### src/design/smc_pkg.sv
package smc_pkg;

  // Shutter states, as reported on the result channel
  typedef enum logic [2:0] {
    SH_CLOSED  = 3'd0,
    SH_OPEN    = 3'd1,
    SH_OPENING = 3'd2,
    SH_CLOSING = 3'd3,
    SH_ABORTED = 3'd4,
    SH_FAULT   = 3'd5
  } state_t;

  // Pending command codes
  typedef enum logic [1:0] {
    CMD_NONE  = 2'd0,
    CMD_OPEN  = 2'd1,
    CMD_CLOSE = 2'd2,
    CMD_ABORT = 2'd3
  } cmd_t;

  // Motor call codes
  typedef enum logic [1:0] {
    MOT_NONE  = 2'd0,
    MOT_OPEN  = 2'd1,
    MOT_CLOSE = 2'd2,
    MOT_STOP  = 2'd3
  } motor_t;

  localparam int unsigned CountW = 20;
  localparam logic [CountW-1:0] CountMax     = '1;
  localparam logic [CountW-1:0] TimeoutReset = CountW'(30000);

  // One update request as held in the input register
  typedef struct packed {
    cmd_t command;
    logic closed_switch;
    logic open_switch;
    logic ms_tick;
  } req_t;

  // Outcome of one update
  typedef struct packed {
    state_t            state;
    logic [CountW-1:0] elapsed;
    motor_t            motor;
    logic              changed;
  } upd_t;

endpackage

### src/design/smc_in_stage.sv
module smc_in_stage
  import smc_pkg::*;
(
  input  logic clk,
  input  logic rst_n,
  input  logic in_valid,
  output logic in_ready,
  input  req_t in_req,
  output logic req_valid,
  input  logic req_take,
  output req_t req
);

  logic valid_r;
  logic valid_nxt;
  req_t req_r;

  // Register accepts a new request when empty or when its request moves on
  assign in_ready  = !valid_r || req_take;
  assign valid_nxt = (in_valid && in_ready) || (valid_r && !req_take);

  always_ff @(posedge clk) begin
    if (!rst_n) begin
      valid_r <= 1'b0;
    end else begin
      valid_r <= valid_nxt;
    end
  end

  always_ff @(posedge clk) begin
    if (in_valid && in_ready) begin
      req_r <= in_req;
    end
  end

  assign req_valid = valid_r;
  assign req       = req_r;

endmodule

### src/design/smc_step.sv
module smc_step
  import smc_pkg::*;
(
  input  state_t            mode,
  input  logic [CountW-1:0] elapsed,
  input  logic [CountW-1:0] run_timeout,
  input  req_t              req,
  output upd_t              upd
);

  logic [CountW-1:0] el_inc;
  logic              in_run;
  logic              done_sw;
  logic              abort_hit;
  logic              timed_out;
  state_t            done_state;
  motor_t            drive;

  // Run bookkeeping: tick counts with saturation
  assign el_inc    = (req.ms_tick && elapsed != CountMax) ? elapsed + CountW'(1) : elapsed;
  assign in_run    = (mode == SH_OPENING);
  assign done_sw   = in_run ? req.open_switch : req.closed_switch;
  assign done_state = in_run ? SH_OPEN : SH_CLOSED;
  assign drive     = in_run ? MOT_OPEN : MOT_CLOSE;
  assign abort_hit = (req.command == CMD_ABORT) ||
                     (req.command == (in_run ? CMD_CLOSE : CMD_OPEN));
  assign timed_out = el_inc > run_timeout;

  always_comb begin
    upd.state   = mode;
    upd.elapsed = elapsed;
    upd.motor   = MOT_NONE;
    upd.changed = 1'b0;
    unique case (mode)
      SH_CLOSED: begin
        if (req.command == CMD_OPEN) begin
          upd.state   = SH_OPENING;
          upd.elapsed = '0;
          upd.changed = 1'b1;
        end
      end
      SH_OPEN: begin
        if (req.command == CMD_CLOSE) begin
          upd.state   = SH_CLOSING;
          upd.elapsed = '0;
          upd.changed = 1'b1;
        end
      end
      SH_OPENING, SH_CLOSING: begin
        upd.elapsed = el_inc;
        if (done_sw) begin
          upd.state   = done_state;
          upd.motor   = MOT_STOP;
          upd.changed = 1'b1;
        end else if (abort_hit) begin
          upd.state   = SH_ABORTED;
          upd.motor   = MOT_STOP;
          upd.changed = 1'b1;
        end else if (timed_out) begin
          upd.state   = SH_FAULT;
          upd.motor   = MOT_STOP;
          upd.changed = 1'b1;
        end else begin
          upd.motor = drive;
        end
      end
      default: begin
        // aborted, error and unused codes: re-read switches, then obey run commands
        if (req.closed_switch) begin
          upd.state = SH_CLOSED;
        end else if (req.open_switch) begin
          upd.state = SH_OPEN;
        end else begin
          upd.state = SH_ABORTED;
        end
        if (req.command == CMD_OPEN) begin
          upd.state   = SH_OPENING;
          upd.elapsed = '0;
          upd.changed = 1'b1;
        end else if (req.command == CMD_CLOSE) begin
          upd.state   = SH_CLOSING;
          upd.elapsed = '0;
          upd.changed = 1'b1;
        end
      end
    endcase
  end

endmodule

### src/design/shutter_motor_controller_core.sv
// A request accepted into the input register moves to the result register when that one is
// free or draining (input register, then result register).
// Throughput: one request per cycle while the receiver is ready; the update is combinational.
// Reset (synchronous, rst_n low): state aborted, run count zero, run timeout 30000 ms,
// both pipeline registers empty.
module shutter_motor_controller_core
  import smc_pkg::*;
(
  input  logic              clk,
  input  logic              rst_n,
  input  logic              cfg_valid,
  output logic              cfg_ready,
  input  logic [CountW-1:0] cfg_run_timeout,
  input  logic              in_valid,
  output logic              in_ready,
  input  logic [1:0]        in_command,
  input  logic              in_closed_switch,
  input  logic              in_open_switch,
  input  logic              in_ms_tick,
  output logic              out_valid,
  input  logic              out_ready,
  output logic [2:0]        out_shutter_state,
  output logic [1:0]        out_motor_cmd,
  output logic              out_status_changed
);

  req_t              in_req;
  req_t              req;
  logic              req_valid;
  logic              req_take;
  upd_t              upd;
  state_t            mode_r;
  logic [CountW-1:0] elapsed_r;
  logic [CountW-1:0] timeout_r;
  logic              out_valid_r;
  logic              out_valid_nxt;
  state_t            out_state_r;
  motor_t            out_motor_r;
  logic              out_changed_r;

  assign in_req = '{command: cmd_t'(in_command), closed_switch: in_closed_switch,
                    open_switch: in_open_switch, ms_tick: in_ms_tick};

  smc_in_stage u_in_stage (
    .clk       (clk),
    .rst_n     (rst_n),
    .in_valid  (in_valid),
    .in_ready  (in_ready),
    .in_req    (in_req),
    .req_valid (req_valid),
    .req_take  (req_take),
    .req       (req)
  );

  smc_step u_step (
    .mode        (mode_r),
    .elapsed     (elapsed_r),
    .run_timeout (timeout_r),
    .req         (req),
    .upd         (upd)
  );

  // Request moves to the result register when that register is free or draining
  assign req_take      = req_valid && (!out_valid_r || out_ready);
  assign out_valid_nxt = req_take || (out_valid_r && !out_ready);

  // Shutter state and run count commit with the request
  always_ff @(posedge clk) begin
    if (!rst_n) begin
      mode_r    <= SH_ABORTED;
      elapsed_r <= '0;
    end else if (req_take) begin
      mode_r    <= upd.state;
      elapsed_r <= upd.elapsed;
    end
  end

  // Timeout register
  assign cfg_ready = 1'b1;
  always_ff @(posedge clk) begin
    if (!rst_n) begin
      timeout_r <= TimeoutReset;
    end else if (cfg_valid && cfg_ready) begin
      timeout_r <= cfg_run_timeout;
    end
  end

  // Result register
  always_ff @(posedge clk) begin
    if (!rst_n) begin
      out_valid_r <= 1'b0;
    end else begin
      out_valid_r <= out_valid_nxt;
    end
  end

  always_ff @(posedge clk) begin
    if (req_take) begin
      out_state_r   <= upd.state;
      out_motor_r   <= upd.motor;
      out_changed_r <= upd.changed;
    end
  end

  assign out_valid          = out_valid_r;
  assign out_shutter_state  = out_state_r;
  assign out_motor_cmd      = out_motor_r;
  assign out_status_changed = out_changed_r;

  // Drive open is only issued while the shutter stays opening
  a_drive_open: assert property (@(posedge clk) disable iff (!rst_n)
    out_valid_r && out_motor_r == MOT_OPEN |-> out_state_r == SH_OPENING)
    else $error("drive open outside opening");

  // A stop always comes with a status report
  a_stop_report: assert property (@(posedge clk) disable iff (!rst_n)
    out_valid_r && out_motor_r == MOT_STOP |-> out_changed_r)
    else $error("stop without status report");

  // Starting a run clears the count
  a_run_start: assert property (@(posedge clk) disable iff (!rst_n)
    req_take && upd.motor == MOT_NONE &&
    (upd.state == SH_OPENING || upd.state == SH_CLOSING) |=> elapsed_r == '0)
    else $error("run start without cleared count");

  // An empty result register never blocks the input side
  a_no_stall: assert property (@(posedge clk) disable iff (!rst_n)
    !out_valid_r |-> in_ready)
    else $error("input stalled with empty result register");

endmodule

### config.mk
export PLATFORM = sky130hd
export DESIGN_NAME = shutter_motor_controller_core
export DESIGN_NICKNAME = d
export VERILOG_FILES = /design/src/design/smc_pkg.sv /design/src/design/smc_in_stage.sv /design/src/design/smc_step.sv /design/src/design/shutter_motor_controller_core.sv
export SDC_FILE = /design/constraint.sdc
export NUM_CORES = 1
export LEC_CHECK = 0
export BUFFER_PORTS_ARGS = -buffer_cell sky130_fd_sc_hd__buf_2
export CORE_MARGIN = 2
export CORE_UTILIZATION = 45
export CTS_CLUSTER_SIZE = 12
export DETAILED_ROUTE_END_ITERATION = 6
export GPL_TIMING_DRIVEN = 0
export PLACE_DENSITY_LB_ADDON = 0.2
export REMOVE_ABC_BUFFERS = 1
export SYNTH_ARGS = -nofsm -noshare
export SYNTH_HDL_FRONTEND = slang
export SYNTH_SLANG_ARGS = --single-unit
### constraint.sdc
create_clock -name clk -period 4.7 [get_ports clk]
set_input_delay 0.47 -clock clk [delete_from_list [all_inputs] [get_ports clk]]
set_output_delay 0.47 -clock clk [all_outputs]
set_load 0.05 [all_outputs]
-- Word-level counts from Yosys, hierarchy flattened
Index checks and enable logic that the tools add are counted.
- add/subtract/negate cells: 1
- reductions and logical operators: 18
- $lt $le $gt $ge: 1
- equal/unequal tests: 10
- multiplexer cells: 23
- operator list (kind ; count):
    $mux W23 ; 4
    $pmux W23 S3 ; 1
    $mux W3 ; 7
    $add A20 B1 Y20 const B ; 1
    $gt A20 B20 Y1 ; 1
    $mux W20 ; 1
    $ne A20 B20 Y1 const B ; 1
    $eq A3 B2 Y1 const B ; 2
    $mux W1 ; 6
    $mux W2 ; 3
    $logic_and A1 B1 Y1 ; 5
    $logic_or A1 B1 Y1 ; 5
    $eq A2 B2 Y1 const B ; 2
    $logic_not A1 Y1 ; 4
    $ne A2 B1 Y1 const B ; 2
    $reduce_and A4 Y1 ; 1
    $eq A3 B1 Y1 const B ; 1
    $logic_not A3 Y1 ; 1
    $pmux W1 S3 ; 1
    $reduce_bool A3 Y1 ; 1
    $eq A2 B1 Y1 const B ; 1
    $eq A2 B2 Y1 ; 1
    $reduce_or A2 Y1 ; 1
- output and inout bits: 9
- bits of input ports: 30
- logic and storage cells: 65
- register bits after elaboration: 56

-- Depth between registers and ports, before layout
- word-level depth: 8
- mapped depth: 15
- depth with buffers taken out: 13

-- Modules after synthesis
Synthesis repeated with hierarchy kept, for this count alone.
- cell total of the unflattened synthesis: 438
- area, all modules: 3772.4 µm²
- by module, submodules not included (module ; times used ; cells each ; area an instance (µm²) ; sequential area each (µm²)):
    shutter_motor_controller_core ; 1 ; 176 ; 1920.6 ; 1061.0
    smc_step ; 1 ; 252 ; 1644.1 ; 0.0
    smc_in_stage ; 1 ; 10 ; 207.7 ; 170.2

-- Worst setup path before layout
No wires, ideal clock.
- kind: reg2reg
- start point: register elapsed_r[0]
- end point: register out_changed_r (netlist: out_status_changed) (data pin)
- period minus slack after synthesis: 3531 ps
- setup time: 254 ps
- required time: 4446 ps
- arrival time: 3277 ps
- path buffers: 0
- stages on the path, launching flop included: 14
- setup slack: 1169 ps
- path through: dfxtp_1 ha_1 nand3_1 or3_1 nor3_2 nand2_1 xnor2_1 ha_1 nand4_2 or4_1 nor3_1 a21o_1 nand3_1 a21o_1
- RTL lines (element ; RTL line ; RTL):
    start: declaration ; shutter_motor_controller_core.sv:33 ; logic [CountW-1:0] elapsed_r;
    start signal: assignment ; shutter_motor_controller_core.sv:74 ; elapsed_r <= upd.elapsed;
    end signal: assignment ; shutter_motor_controller_core.sv:101 ; out_changed_r <= upd.changed;
    end: declaration ; shutter_motor_controller_core.sv:39 ; logic out_changed_r;

==> impl_results.md <==
- Run status: finished clean
- Crit path depth: 13
- Met1 GRT Util: 0.240
- Final ANT Viol Nets: 0
- Area post-placement: ~3600 um2
- Post-DP HPWL: roughly 5200 um
- Multi-input gate area: between 1500 and 2000 um2
- Area delta synth->final: 9.87%
- Synth unique cells: 57
- DRC: 0
- Fraction of layout cells with a size suffix above 1: 0.150
- CP top delay family: simple AND/OR/NAND/NOR gates
- Hold_sp: in_command[1]
- Worst slew pin tran: around 0.83 ns
- Reg2reg start: elapsed_r[0]
- Via density: 5.39
- Routed WL per cell: 13.7 um
- Hold buffers post-CTS: 0
- Maximum vdd drop: a little over 0.0001 V
- Met2 Use GR: 0.288
- Clk root buf: clkbuf_8
- Max-slew violations: 0
- Global-route wire length before repair: about 12,000 um
- Crit path to: out_status_changed
- CP max stage cell: or4_1
- CP max FO: 7
- Total wire length: around 6900 um
- NumNets Final: 460
- Critical path startpoint category: register
- Final count of negative-setup-slack endpoints: 0
- Async set-reset flop share out of synthesis: 0
- Syn Area/Cell: approximately 8.8 um2
- CP Class: register to register
- Register area: about 1200 um2
- TritonCTS Sinks: 56
- Critical path, cell by cell: ha_1, nand3_1, or3_1, nor3_2, nand2_1, xnor2_1, ha_1, nand4_2, or4_1, nor3_1, a21o_1, nand3_1, a21o_1
- Hold Path Class: input port to register
- GP Congestion: just under 0.9
- Cell area power density: about 260 nW/um2
- Vias: 2,734
- Clock Tree Buf Depth: 2
- Die height: between 90 and 100 um
- Final Cycle Share: 0.861
- H-tree Lvls: 2
- Worst EP arrival: ~4 ns
- Unrepaired setup endpoints after global routing: false
- Final min period: around 4.0 ns
- CTS tree: yes
- Setup Total Neg Slack: 0 ns
- CP peak stage delay: between 0.5 and 0.6 ns
- Vias in the first global route: 2,481
- Postcts setup bufs: 0
- Dominant synthesized flop cell: dfxtp_1
- Critical Path Start: elapsed_r[0]
- R2R Path End: out_status_changed
- Clock-pin slew on the worst setup and hold paths: around 0.10 ns
- Chip width: between 90 and 100 um
- Total grt overflow: 0
- Crit. End Element: register
- Buf/Inv on CP: 0
- Cts bufs inserted: 5
- Seq cells post-synth: between 50 and 60
- Final instance area: around 3700 um2
- Clk_lat worst skew: about 0.31 ns
- Initial drt markers: 103
- Initial antenna violation count: 0
- # resized after CTS: 0
- N_diodes: 0
- Max Freq: 247 MHz
- Skew final: around 0.0091 ns
- Leakage: roughly 1.6 nW
- Syn Inst Count: 380
- Relative slew margins: 0.446
- GRT Util Overall: 0.177
- Die area: a little over 8000 um2
- IO buf count: 37
- R2r worst-path depth: 13
- Met3 GRT Util: 0.0327
- CORE AREA: 7210 um2
- Largest net degree at the start of global routing: 28
- Synthesized area: 3350 um2
- Syn. warnings: 0
- Layout filler cell count: a little over 700
- Post-synth EDFFs: 11
- Cell Rows: 31
- Final Hold Viols: 0
- Max Cap Viol: 0
- Sequential element share of the synthesized area: 0.368
- Initial Util: 0.464
- Pre-antenna DRT Iters: 4
- Reg2reg setup slack: about 0.65 ns
- Worst path required time: roughly 4.8 ns
- Global routing's busiest layer: met2
- # IOs: 39
==> through the flow <==
stage	hold slack, ns	util	setup slack, ns	std cells	total power, mW
2_1_floorplan	0.460	-	1.16	363	0.607
3_3_place_gp	0.476	0.494	0.650	499	0.646
3_5_place_dp	0.483	0.494	0.684	499	0.649
4_1_cts	0.317	0.510	0.601	507	0.968
5_1_grt	0.308	0.510	0.378	507	0.995
6_report	0.323	0.510	0.652	507	0.953
==> worst register-to-register path, stage by stage, from the launching register on <==
cell	delay, ns
dfxtp_1	0.48
ha_1	0.26
nand3_1	0.17
or3_1	0.38
nor3_2	0.43
nand2_1	0.17
xnor2_1	0.17
ha_1	0.30
nand4_2	0.16
or4_1	0.57
nor3_1	0.24
a21o_1	0.19
nand3_1	0.09
a21o_1	0.20
==> layout make-up <==
| class | instances | share of cell area |
|---|---|---|
| clock inverters | 3 | 0.0112 |
| clock buffers | 5 | 0.0187 |
| repair buffers | 37 | 0.0504 |
| inverters | 28 | 0.0286 |
| multi-input cells | 279 | 0.523 |
| flip-flops and latches | 56 | 0.335 |
| well taps | 99 | 0.0337 |
==> state kept, by name (all words and copies together) (netlist names) <==
signal,flops
timeout_r,20
out_shutter_state,3
u_in_stage.req_valid,1
mode_r,3
out_motor_cmd,2
out_valid,1
elapsed_r,20
out_status_changed,1
u_in_stage.req,5
==> synthesized netlist by cell type, types with 3 or more instances <==
master    number  area share
dfxtp_1       45        0.27
nand2_1       39       0.044
nor2_1        33       0.037
o21ai_0       27       0.040
inv_1         26       0.029
ha_1          23       0.086
a21oi_1       20       0.030
mux2i_1       16       0.048
xnor2_1       14       0.037
edfxtp_1      11       0.099
clkbuf_1      10       0.011
a31oi_1        9       0.017
nand4_1        9       0.017
o211ai_1       9       0.020
o31ai_1        9       0.020
nand3_1        8       0.012
nand2b_1       5      0.0093
xor2_1         5       0.013
a21o_1         4      0.0090
nor2b_1        4      0.0075
nor3_1         4      0.0060
buf_6          3       0.010
nand4_2        3       0.011
or3_1          3      0.0056
==> worst min-delay path by stage <==
| stage | end | slack [ns] | cells after the start |
|---|---|---|---|
| after floorplan | timeout_r[11] | 0.46 | 2 |
| after global placement | timeout_r[3] | 0.48 | 2 |
| after detailed placement | timeout_r[18] | 0.48 | 2 |
| after CTS | u_in_stage.req[4] | 0.32 | 1 |
| after global routing | u_in_stage.req[4] | 0.31 | 1 |
| final | u_in_stage.req[4] | 0.32 | 1 |
==> power by group <==
part,internal [mW],switching (mW)
clock,0.158,0.157
combinational,0.0441,0.0720
sequential,0.509,0.0116
total,0.712,0.241
==> cells in the final DEF (no fill, tap or decap), drive strengths merged, types with 4 or more instances in the layout <==
cell type,netlist,layout
o31ai,9,9
a21oi,21,21
o21ai,27,27
dfxtp,45,45
nor2,33,33
nor3,5,5
a21o,4,4
xor2,5,5
or3,4,4
nand2,39,39
clkbuf,10,5
edfxtp,11,11
a31oi,9,9
xnor2,14,14
o211ai,9,9
nand3,10,10
mux2i,16,16
nand4,13,13
ha,23,23
nand2b,6,6
buf,7,37
nor2b,4,4
inv,26,27
==> routing by layer <==
metal	routed length, um	vias up
li1	-	1411
met1	3440	1266
met2	3100	51
met3	315	6
met4	83	0
met5	0	-
==> cells by family after synthesis <==
group                      synth area share
other                               0.00112
DFF                                   0.368
adders and majority gates            0.0860
buffers and inverters                0.0598
xor gates and xnor gates             0.0497
muxes                                0.0512
AOI/OAI and AO/OA                     0.177
and+or+nand+nor                       0.207
Power figures use the tool's default switching activity.
